==> src/hw/rtl/psewh_pkg.sv <==
// Shared types and constants for the power step event window hold block.
// Holds the controller to datapath command and status structs; no dependencies.
package psewh_pkg;

	// Field widths fixed by the record format
	localparam int TIME_W  = 34;
	localparam int POWER_W = 24;

	// Default window depth and threshold reset value
	localparam int                 DEF_WINDOW_DEPTH = 10;
	localparam logic [POWER_W-1:0] THRESH_RESET     = 24'd5000;

	// Source of an emitted result
	typedef enum logic [1:0] {
		SRC_WIN,
		SRC_EVT,
		SRC_SMP
	} src_t;

	// Commands from the controller to the datapath
	typedef struct packed {
		logic win_wr;       // write accepted sample into window at index
		logic win_append;   // shift window, append sample, keep oldest time
		logic smp_from_in;  // keep accepted sample time for a later result
		logic held_load;    // load held level
		logic evt_wr;       // write accepted sample into event buffer at index
		logic emit;         // load one result into the output register
		src_t src;
		logic raw;
		logic last;
	} cmd_t;

	// Status from the datapath to the controller
	typedef struct packed {
		logic out_free;     // output register can take a result this cycle
		logic step;         // incoming sample jumps beyond the threshold
	} stat_t;

endpackage

==> src/hw/rtl/psewh_dp.sv <==
// Datapath: sample window, event buffer, held level, threshold and output register.
// Depends on psewh_pkg; driven by psewh_ctrl through cmd_t.
module psewh_dp #(
	parameter int WINDOW_DEPTH = psewh_pkg::DEF_WINDOW_DEPTH
) (
	input  logic                                clk,
	input  logic                                arst_n,
	input  psewh_pkg::cmd_t                     cmd,
	input  logic [$clog2(WINDOW_DEPTH)-1:0]     wr_idx,
	input  logic [psewh_pkg::TIME_W-1:0]        sample_time,
	input  logic [psewh_pkg::POWER_W-1:0]       sample_power,
	input  logic                                cfg_valid,
	input  logic                                cfg_ready,
	input  logic [psewh_pkg::POWER_W-1:0]       cfg_data,
	input  logic                                out_stall,
	output psewh_pkg::stat_t                    stat,
	output logic                                out_valid,
	output logic [psewh_pkg::TIME_W-1:0]        out_time,
	output logic [psewh_pkg::POWER_W-1:0]       out_power,
	output logic                                is_raw,
	output logic                                last
);

	localparam int TW = psewh_pkg::TIME_W;
	localparam int PW = psewh_pkg::POWER_W;

	logic [TW-1:0] win_time_q  [WINDOW_DEPTH];
	logic [PW-1:0] win_power_q [WINDOW_DEPTH];
	logic [TW-1:0] evt_time_q  [WINDOW_DEPTH];
	logic [PW-1:0] evt_power_q [WINDOW_DEPTH];
	logic [TW-1:0] smp_time_q;
	logic [PW-1:0] held_q;
	logic [PW-1:0] thresh_q;

	logic          out_valid_q;
	logic [TW-1:0] out_time_q;
	logic [PW-1:0] out_power_q;
	logic          out_raw_q;
	logic          out_last_q;

	logic [PW-1:0] newest;
	logic [PW-1:0] diff;
	logic [TW-1:0] res_time;
	logic [PW-1:0] res_power;

	// Compare incoming power with the newest window entry
	always_comb begin
		newest = win_power_q[WINDOW_DEPTH-1];
		diff   = (sample_power > newest) ? (sample_power - newest) : (newest - sample_power);
		stat.step     = diff > thresh_q;
		stat.out_free = !out_valid_q || !out_stall;
	end

	// Threshold register
	always_ff @(posedge clk or negedge arst_n) begin
		if (!arst_n) begin
			thresh_q <= psewh_pkg::THRESH_RESET;
		end else if (cfg_valid && cfg_ready) begin
			thresh_q <= cfg_data;
		end
	end

	// Held level
	always_ff @(posedge clk or negedge arst_n) begin
		if (!arst_n) begin
			held_q <= '0;
		end else if (cmd.held_load) begin
			held_q <= (wr_idx == '0) ? sample_power : win_power_q[0];
		end
	end

	// Window: indexed fill, shift with append, shift out on emission
	always_ff @(posedge clk) begin
		if (cmd.win_wr) begin
			win_time_q[wr_idx]  <= sample_time;
			win_power_q[wr_idx] <= sample_power;
		end else if (cmd.win_append) begin
			for (int i = 0; i < WINDOW_DEPTH - 1; i++) begin
				win_time_q[i]  <= win_time_q[i+1];
				win_power_q[i] <= win_power_q[i+1];
			end
			win_time_q[WINDOW_DEPTH-1]  <= sample_time;
			win_power_q[WINDOW_DEPTH-1] <= sample_power;
		end else if (cmd.emit && cmd.src == psewh_pkg::SRC_WIN) begin
			for (int i = 0; i < WINDOW_DEPTH - 1; i++) begin
				win_time_q[i]  <= win_time_q[i+1];
				win_power_q[i] <= win_power_q[i+1];
			end
		end
	end

	// Event buffer: indexed capture, shift out on emission
	always_ff @(posedge clk) begin
		if (cmd.evt_wr) begin
			evt_time_q[wr_idx]  <= sample_time;
			evt_power_q[wr_idx] <= sample_power;
		end else if (cmd.emit && cmd.src == psewh_pkg::SRC_EVT) begin
			for (int i = 0; i < WINDOW_DEPTH - 1; i++) begin
				evt_time_q[i]  <= evt_time_q[i+1];
				evt_power_q[i] <= evt_power_q[i+1];
			end
		end
	end

	// Hold the single timestamp emitted with the held level
	always_ff @(posedge clk) begin
		if (cmd.smp_from_in) begin
			smp_time_q <= sample_time;
		end else if (cmd.win_append) begin
			smp_time_q <= win_time_q[0];
		end
	end

	// Select the result for this beat
	always_comb begin
		case (cmd.src)
			psewh_pkg::SRC_WIN: begin
				res_time  = win_time_q[0];
				res_power = cmd.raw ? win_power_q[0] : held_q;
			end
			psewh_pkg::SRC_EVT: begin
				res_time  = evt_time_q[0];
				res_power = evt_power_q[0];
			end
			default: begin
				res_time  = smp_time_q;
				res_power = held_q;
			end
		endcase
	end

	// Output register
	always_ff @(posedge clk or negedge arst_n) begin
		if (!arst_n) begin
			out_valid_q <= 1'b0;
		end else if (cmd.emit) begin
			out_valid_q <= 1'b1;
		end else if (!out_stall) begin
			out_valid_q <= 1'b0;
		end
	end

	always_ff @(posedge clk) begin
		if (cmd.emit) begin
			out_time_q  <= res_time;
			out_power_q <= res_power;
			out_raw_q   <= cmd.raw;
			out_last_q  <= cmd.last;
		end
	end

	assign out_valid = out_valid_q;
	assign out_time  = out_time_q;
	assign out_power = out_power_q;
	assign is_raw    = out_raw_q;
	assign last      = out_last_q;

endmodule

==> src/hw/rtl/psewh_ctrl.sv <==
// Controller: phase, fill position and emission sequencing for the window hold.
// Depends on psewh_pkg; drives psewh_dp through cmd_t and reads stat_t.
module psewh_ctrl #(
	parameter int WINDOW_DEPTH = psewh_pkg::DEF_WINDOW_DEPTH
) (
	input  logic                            clk,
	input  logic                            arst_n,
	input  logic                            in_valid,
	input  logic                            end_of_stream,
	input  psewh_pkg::stat_t                stat,
	output psewh_pkg::cmd_t                 cmd,
	output logic [$clog2(WINDOW_DEPTH)-1:0] wr_idx,
	output logic                            in_stall
);

	localparam int PSW = $clog2(WINDOW_DEPTH);
	localparam int CW  = $clog2(WINDOW_DEPTH + 1);

	typedef enum logic [1:0] {
		PH_REFILL,
		PH_STEADY,
		PH_CAPTURE
	} phase_t;

	typedef enum logic [1:0] {
		ST_IDLE,
		ST_EMIT_WIN,
		ST_EMIT_EVT,
		ST_EMIT_SMP
	} state_t;

	state_t         state_q;
	phase_t         phase_q;
	logic [PSW-1:0] pos_q;
	logic [CW-1:0]  cnt_q;
	logic           raw_q;
	logic           tail_q;

	logic           acc;
	logic           pos_last;
	logic [CW-1:0]  pos_cnt;

	assign acc      = (state_q == ST_IDLE) && in_valid;
	assign pos_last = pos_q == PSW'(WINDOW_DEPTH - 1);
	assign pos_cnt  = CW'(pos_q) + CW'(1);
	assign wr_idx   = pos_q;
	assign in_stall = state_q != ST_IDLE;

	// Decode commands for the accepted sample and for each emission beat
	always_comb begin
		cmd     = '0;
		cmd.src = psewh_pkg::SRC_WIN;
		if (acc) begin
			unique case (phase_q)
				PH_STEADY: begin
					if (end_of_stream) begin
						cmd.smp_from_in = 1'b1;
					end else if (stat.step) begin
						cmd.evt_wr = 1'b1;
					end else begin
						cmd.win_append = 1'b1;
					end
				end
				PH_CAPTURE: begin
					cmd.evt_wr = 1'b1;
				end
				default: begin
					cmd.win_wr    = 1'b1;
					cmd.held_load = end_of_stream || pos_last;
				end
			endcase
		end else if (state_q != ST_IDLE && stat.out_free) begin
			cmd.emit = 1'b1;
			cmd.raw  = raw_q;
			unique case (state_q)
				ST_EMIT_EVT: begin
					cmd.src  = psewh_pkg::SRC_EVT;
					cmd.last = cnt_q == CW'(1);
				end
				ST_EMIT_SMP: begin
					cmd.src  = psewh_pkg::SRC_SMP;
					cmd.last = 1'b1;
				end
				default: begin
					cmd.src  = psewh_pkg::SRC_WIN;
					cmd.last = (cnt_q == CW'(1)) && !tail_q;
				end
			endcase
		end
	end

	// Hold phase, position and the emission sequence
	always_ff @(posedge clk or negedge arst_n) begin
		if (!arst_n) begin
			state_q <= ST_IDLE;
			phase_q <= PH_REFILL;
			pos_q   <= '0;
			cnt_q   <= '0;
			raw_q   <= 1'b0;
			tail_q  <= 1'b0;
		end else begin
			unique case (state_q)
				ST_IDLE: begin
					if (in_valid) begin
						unique case (phase_q)
							PH_STEADY: begin
								if (end_of_stream) begin
									state_q <= ST_EMIT_WIN;
									cnt_q   <= CW'(WINDOW_DEPTH);
									raw_q   <= 1'b0;
									tail_q  <= 1'b1;
									phase_q <= PH_REFILL;
									pos_q   <= '0;
								end else if (stat.step) begin
									state_q <= ST_EMIT_WIN;
									cnt_q   <= CW'(WINDOW_DEPTH);
									raw_q   <= 1'b1;
									tail_q  <= 1'b0;
									phase_q <= PH_CAPTURE;
									pos_q   <= PSW'(1);
								end else begin
									state_q <= ST_EMIT_SMP;
									raw_q   <= 1'b0;
									tail_q  <= 1'b0;
								end
							end
							PH_CAPTURE: begin
								if (end_of_stream || pos_last) begin
									state_q <= ST_EMIT_EVT;
									cnt_q   <= pos_cnt;
									raw_q   <= 1'b1;
									tail_q  <= 1'b0;
									phase_q <= PH_REFILL;
									pos_q   <= '0;
								end else begin
									pos_q <= pos_q + PSW'(1);
								end
							end
							default: begin
								if (end_of_stream) begin
									state_q <= ST_EMIT_WIN;
									cnt_q   <= pos_cnt;
									raw_q   <= 1'b0;
									tail_q  <= 1'b0;
									phase_q <= PH_REFILL;
									pos_q   <= '0;
								end else if (pos_last) begin
									phase_q <= PH_STEADY;
									pos_q   <= '0;
								end else begin
									phase_q <= PH_REFILL;
									pos_q   <= pos_q + PSW'(1);
								end
							end
						endcase
					end
				end
				ST_EMIT_WIN, ST_EMIT_EVT: begin
					if (stat.out_free) begin
						cnt_q <= cnt_q - CW'(1);
						if (cnt_q == CW'(1)) begin
							state_q <= tail_q ? ST_EMIT_SMP : ST_IDLE;
						end
					end
				end
				default: begin
					if (stat.out_free) begin
						state_q <= ST_IDLE;
					end
				end
			endcase
		end
	end

endmodule

==> src/hw/rtl/power_step_event_window_hold.sv <==
// Top level of the power step event window hold: controller plus datapath.
// Depends on psewh_pkg, psewh_ctrl and psewh_dp.
//
//   channel  direction  handshake              payload
//   in       sink       in_valid / in_stall    sample_time, sample_power, end_of_stream
//   out      source     out_valid / out_stall  out_time, out_power, is_raw, last
//   cfg      sink       cfg_valid / cfg_ready  cfg_data (step_threshold)
//
// A sample is taken while the controller is idle; its results then pass one by one
// through the output register: at most WINDOW_DEPTH + 1 results on an end of stream
// in steady state, WINDOW_DEPTH on a step. The emission sequencer in the controller
// sends them; in_stall is high while it runs, so no new sample is taken until the
// last result is loaded. A stall on out freezes the sequencer with the beat held.
// Reset clears phase to refill, position and held level to zero, threshold to 5000.
module power_step_event_window_hold #(
	parameter int WINDOW_DEPTH = psewh_pkg::DEF_WINDOW_DEPTH
) (
	input  logic                            clk,
	input  logic                            arst_n,
	input  logic                            in_valid,
	output logic                            in_stall,
	input  logic [psewh_pkg::TIME_W-1:0]    sample_time,
	input  logic [psewh_pkg::POWER_W-1:0]   sample_power,
	input  logic                            end_of_stream,
	output logic                            out_valid,
	input  logic                            out_stall,
	output logic [psewh_pkg::TIME_W-1:0]    out_time,
	output logic [psewh_pkg::POWER_W-1:0]   out_power,
	output logic                            is_raw,
	output logic                            last,
	input  logic                            cfg_valid,
	output logic                            cfg_ready,
	input  logic [psewh_pkg::POWER_W-1:0]   cfg_data
);

	psewh_pkg::cmd_t                 cmd;
	psewh_pkg::stat_t                stat;
	logic [$clog2(WINDOW_DEPTH)-1:0] wr_idx;

	// Threshold writes are always accepted; the threshold is registered
	assign cfg_ready = 1'b1;

	psewh_ctrl #(
		.WINDOW_DEPTH (WINDOW_DEPTH)
	) u_ctrl (
		.clk           (clk),
		.arst_n        (arst_n),
		.in_valid      (in_valid),
		.end_of_stream (end_of_stream),
		.stat          (stat),
		.cmd           (cmd),
		.wr_idx        (wr_idx),
		.in_stall      (in_stall)
	);

	psewh_dp #(
		.WINDOW_DEPTH (WINDOW_DEPTH)
	) u_dp (
		.clk          (clk),
		.arst_n       (arst_n),
		.cmd          (cmd),
		.wr_idx       (wr_idx),
		.sample_time  (sample_time),
		.sample_power (sample_power),
		.cfg_valid    (cfg_valid),
		.cfg_ready    (cfg_ready),
		.cfg_data     (cfg_data),
		.out_stall    (out_stall),
		.stat         (stat),
		.out_valid    (out_valid),
		.out_time     (out_time),
		.out_power    (out_power),
		.is_raw       (is_raw),
		.last         (last)
	);

endmodule
==> config.mk <==
export PLATFORM = sky130hd
export DESIGN_NAME = power_step_event_window_hold
export DESIGN_NICKNAME = d
export VERILOG_FILES = /design/src/hw/rtl/psewh_pkg.sv /design/src/hw/rtl/psewh_dp.sv /design/src/hw/rtl/psewh_ctrl.sv /design/src/hw/rtl/power_step_event_window_hold.sv
export SDC_FILE = /design/constraint.sdc
export NUM_CORES = 2
export LEC_CHECK = 0
export BUFFER_PORTS_ARGS = -buffer_cell sky130_fd_sc_hd__buf_4
export CAP_MARGIN = 20
export CELL_PAD_IN_SITES_DETAIL_PLACEMENT = 1
export CELL_PAD_IN_SITES_GLOBAL_PLACEMENT = 2
export CORE_MARGIN = 1.5
export CORE_UTILIZATION = 35
export DETAILED_ROUTE_END_ITERATION = 10
export MAX_ROUTING_LAYER = met4
export PLACE_DENSITY_LB_ADDON = 0.1
export SLEW_MARGIN = 20
export SYNTH_ARGS = -nofsm -noshare
export SYNTH_HDL_FRONTEND = slang
export SYNTH_SLANG_ARGS = --single-unit
==> constraint.sdc <==
create_clock -name clk -period 23.9 [get_ports clk]
set_input_delay 4.78 -clock clk [delete_from_list [all_inputs] [get_ports clk]]
set_output_delay 4.78 -clock clk [all_outputs]
set_load 0.1 [all_outputs]
==> results by group <==
Setup path
  – Worst Setup End Kind: flip-flop
  – Worst path slowest cell: buf_4
  – Setup crit start: sample_power[0]
  – Crit start category: input pin
  – Top Family by Delay on Critical Path: buffers and inverters
  – Biggest cell delay along the critical path: a little over 0.9 ns
  – Worst Path Max Fanout: roughly 190
  – Critical path data required time: between 20 and 25 ns
  – RR Startpoint: u_dp.win_power_q[9][0]$_DFFE_PP_
  – Buffers plus inverters on the worst setup path: 8
  – CP most frequent cell: buf_4
  – WS Path Type: in2reg
  – Number of cells on the worst reg-to-reg path: 26
  – WP depth: 28
  – Arr. time, crit path: roughly 13 ns

Synth
  – Post-synth top area share: roughly two thirds
  – Synth Instances: between 3000 and 4000
  – Post-synth EDFFs: approximately 1300
  – Post-synth top cells: edfxtp_1 (1254), a21o_1 (567), mux2_2 (354)
  – Net Count, Synth: 4072
  – Synth warn: 0
  – Number of synthesized register bits: 1317
  – Synthesized area: 56400 um2
  – Seq/Total Area, Yosys: roughly 70%
  – Yosys cell types: 63
  – Ranking of synthesized cells by area: edfxtp_1 (67%), a21o_1 (7.5%), mux2_2 (7.1%)
  – Cell type with the largest total area after synthesis: edfxtp_1
  – Most frequent cell after synthesis: edfxtp_1
  – Avg Cell Area, Syn: 14.5 um2
  – Main synth FF type: edfxtp_1
  – Ys async rst share: about 4.8%

Timing
  – Max Clock Skew: around 0.021 ns
  – Worst rel slew slack: 20.8%
  – Fin crit share: 52.6%
  – Final TNS setup: 0 ns
  – Max Clk Rate: 0.0795 GHz
  – Final setup fails: 0
  – Worst-Margin Slew: between 1 and 1.5 ns
  – RSZ-0062 raised after global routing: no
  – Final Slew Violations: 0
  – Minimum clock period: 12.58 ns
  – Final Hold Viols: 0

Floorplanning
  – Core Region: ~160000 um2
  – # rows: around 150
  – Die area: between 150000 and 200000 um2
  – Initial core utilization: about a third
  – Die Height: about 400 um
  – Die width: 404 um
  – # IOs: roughly 150

Place
  – Final GP Congestion: 0.810
  – DP Wirelength: about 92000 um
  – Placed Area: 59600 um2
  – Port buffer count: 149

Global route
  – First-pass GRT wire length: around 230000 um
  – Initial antenna violation count: 10
  – Grt total ovfl: 0
  – Vias in the first global route: between 30000 and 40000
  – Largest net degree at the start of global routing: 187
  – GRT Overall Usage: between 20% and 30%

Cells and area
  – Design area: around 64000 um2
  – Share of cells above drive strength 1: roughly 20%
  – Area Growth Syn to Fin: 14.1%
  – NumNets Final: just over 4000

Outcome
  – Status: complete, no violations

Clock tree
  – Cts bufs inserted: around 150
  – Skew-Pair Late Insertion Delay: between 0.7 and 0.8 ns
  – CTS tree: yes
  – Clk slew on worst S/H paths: about 0.06 ns
  – Clock sinks: roughly 1300
  – Hold-fix buffers at CTS: 0
  – Cts repair resizes: 0
  – Post-CTS Setup Bufs: 0
  – H-tree Lvls: 4
  – CTS root buffer: clkbuf_16
  – CTS max path bufs: 3

Hold path
  – Worst hold-check path type: reg2reg
  – Worst Min Path Start: u_dp.held_q[15]$_DFFE_PN0P_
  – Hold Path Cell Cnt: 2

Detailed routing
  – Post-Route WL: 157000 um
  – DRT Pass-1 Iters: 5
  – Antenna Violating Nets Remaining: 0
  – Routed via count: 32100
  – Drt initial violations: 2411
  – # DRC: 0
  – Via-per-instance ratio: ~5
  – Average routed wire per standard cell: ~25 um

Pwr
  – Cell internal pwr: 5350 uW
  – Sw Ratio: 33.8%
  – VDD IR max: between 0.08 and 0.09 mV
  – Combinational share of power: between 20% and 30%
  – Clk network pwr share: 27.8%
  – Power Dens Cells: 126 nW/um2
  – Psw: ~2700 uW
  – Leakage power: around 0.024 uW
  – Flop pwr share: between 40% and 50%

Job
  – Max cap viols: 0
[state kept, by name, summed over array words and instances (netlist names)]
signal and cells:
u_dp.thresh_q 24, u_ctrl.tail_q 1, u_ctrl.phase_q 2, u_ctrl.wr_idx 4
u_dp.last 1, u_ctrl.raw_q 1, u_dp.evt_time_q 340, u_dp.out_time 34
u_dp.out_valid 1, u_ctrl.state_q 2, u_dp.smp_time_q 34, u_dp.out_power 24
u_dp.win_power_q 240, u_dp.is_raw 1, u_dp.evt_power_q 240, u_dp.win_time_q 340
u_dp.held_q 24, u_ctrl.cnt_q 4
[power groups by stage]
| stage | registers, uW | logic [uW] | clock network (uW) |
|---|---|---|---|
| finish | 3550 | 2280 | 2250 |
| global route | 3610 | 2470 | 2400 |
| CTS | 3560 | 2330 | 2320 |
| detailed placement | 3600 | 2310 | 0 |
| global placement | 3590 | 2290 | 0 |
| floorplan | 3860 | 1250 | 0 |
[metrics by stage]
step / util [%] / instances / hold WS, ns / power, uW / setup WS [ns]
finish: 40.2 / 6233 / 0.480 / 8080 / 11.32
global placement: 37.2 / 5954 / 0.464 / 5880 / 10.49
detailed placement: 37.2 / 5956 / 0.470 / 5910 / 10.45
floorplan: - / 3899 / 0.450 / 5110 / 8.37
CTS: 40.2 / 6230 / 0.483 / 8200 / 11.30
global route: 40.2 / 6231 / 0.502 / 8480 / 10.71
[path summary, 6_finish.rpt]
check                                                    end  slack (ns)
setup / recovery           u_dp.win_power_q[7][23]$_DFFE_PP_       11.32
hold / removal                   u_dp.held_q[15]$_DFFE_PN0P_        0.48
setup reg to reg           u_dp.win_power_q[7][23]$_DFFE_PP_       15.30
hold reg to reg                  u_dp.held_q[15]$_DFFE_PN0P_        0.48
max in group asynchronous         u_dp.out_valid$_DFFE_PN0P_       18.88
min in group asynchronous      u_dp.thresh_q[17]$_DFFE_PN0P_        4.00
[per-layer routing]
metal	global-route usage, %	routed length [um]	vias to the layer above
li1	-	-	14700
met4	5.23	3520	0
met5	-	0	-
met3	2.90	5840	213
met1	28.6	76600	16700
met2	29.9	71500	520
[layout by cell type, fill, tap and decap left out, types with 6 or more instances in the layout]
cell type	n
edfxtp_1	1254
a21o_1	557
mux2_2	354
o21ai_0	317
nand2_1	297
buf_4	210
clkbuf_16	154
nor2_1	112
inv_1	94
ha_1	81
a21oi_1	60
dfrtp_1	58
clkbuf_1	43
nor2b_1	40
a31oi_1	38
and2_1	38
mux2i_1	37
a22oi_1	35
clkinv_1	30
o22ai_1	26
clkinv_2	21
nand4_1	16
xnor2_1	15
nor3_1	10
nand2b_1	10
nand3_1	10
a21o_4	10
o21bai_1	9
xor2_1	8
o31ai_1	8
bufinv_16	8
clkbuf_8	8
and3_1	6
[cell type report]
| class | count | area (um2) |
|---|---|---|
| multi-input cells | 2171 | 15700 |
| well taps | 2160 | 2700 |
| clock buffers | 205 | 4130 |
| fillers | 16100 | 95900 |
| inverters | 95 | 359 |
| clock inverters | 69 | 592 |
| flip-flops and latches | 1317 | 39200 |
| diodes | 3 | 7.51 |
| repair buffers | 213 | 1650 |
[tightest hold or removal path: stages, from the launching register on]
cell and delay [ns]:
dfrtp_1 0.34, nand2_1 0.05, o21ai_0 0.06
[logic make-up (layout without fill, tap and decap cells)]
kind of cell | count (synthesis) | count (layout) | share of synthesized area (%)
muxes | 391 | 391 | 7.72
other | 1 | 4 | 0.00665
AOI/OAI and AO/OA | 1106 | 1106 | 13.0
and+or+nand+nor | 565 | 565 | 4.42
buffers and inverters | 411 | 582 | 3.04
DFF | 1317 | 1317 | 69.6
xor gates and xnor gates | 23 | 23 | 0.357
adders and majority gates | 85 | 85 | 1.91
Power figures use the tool's default switching activity.
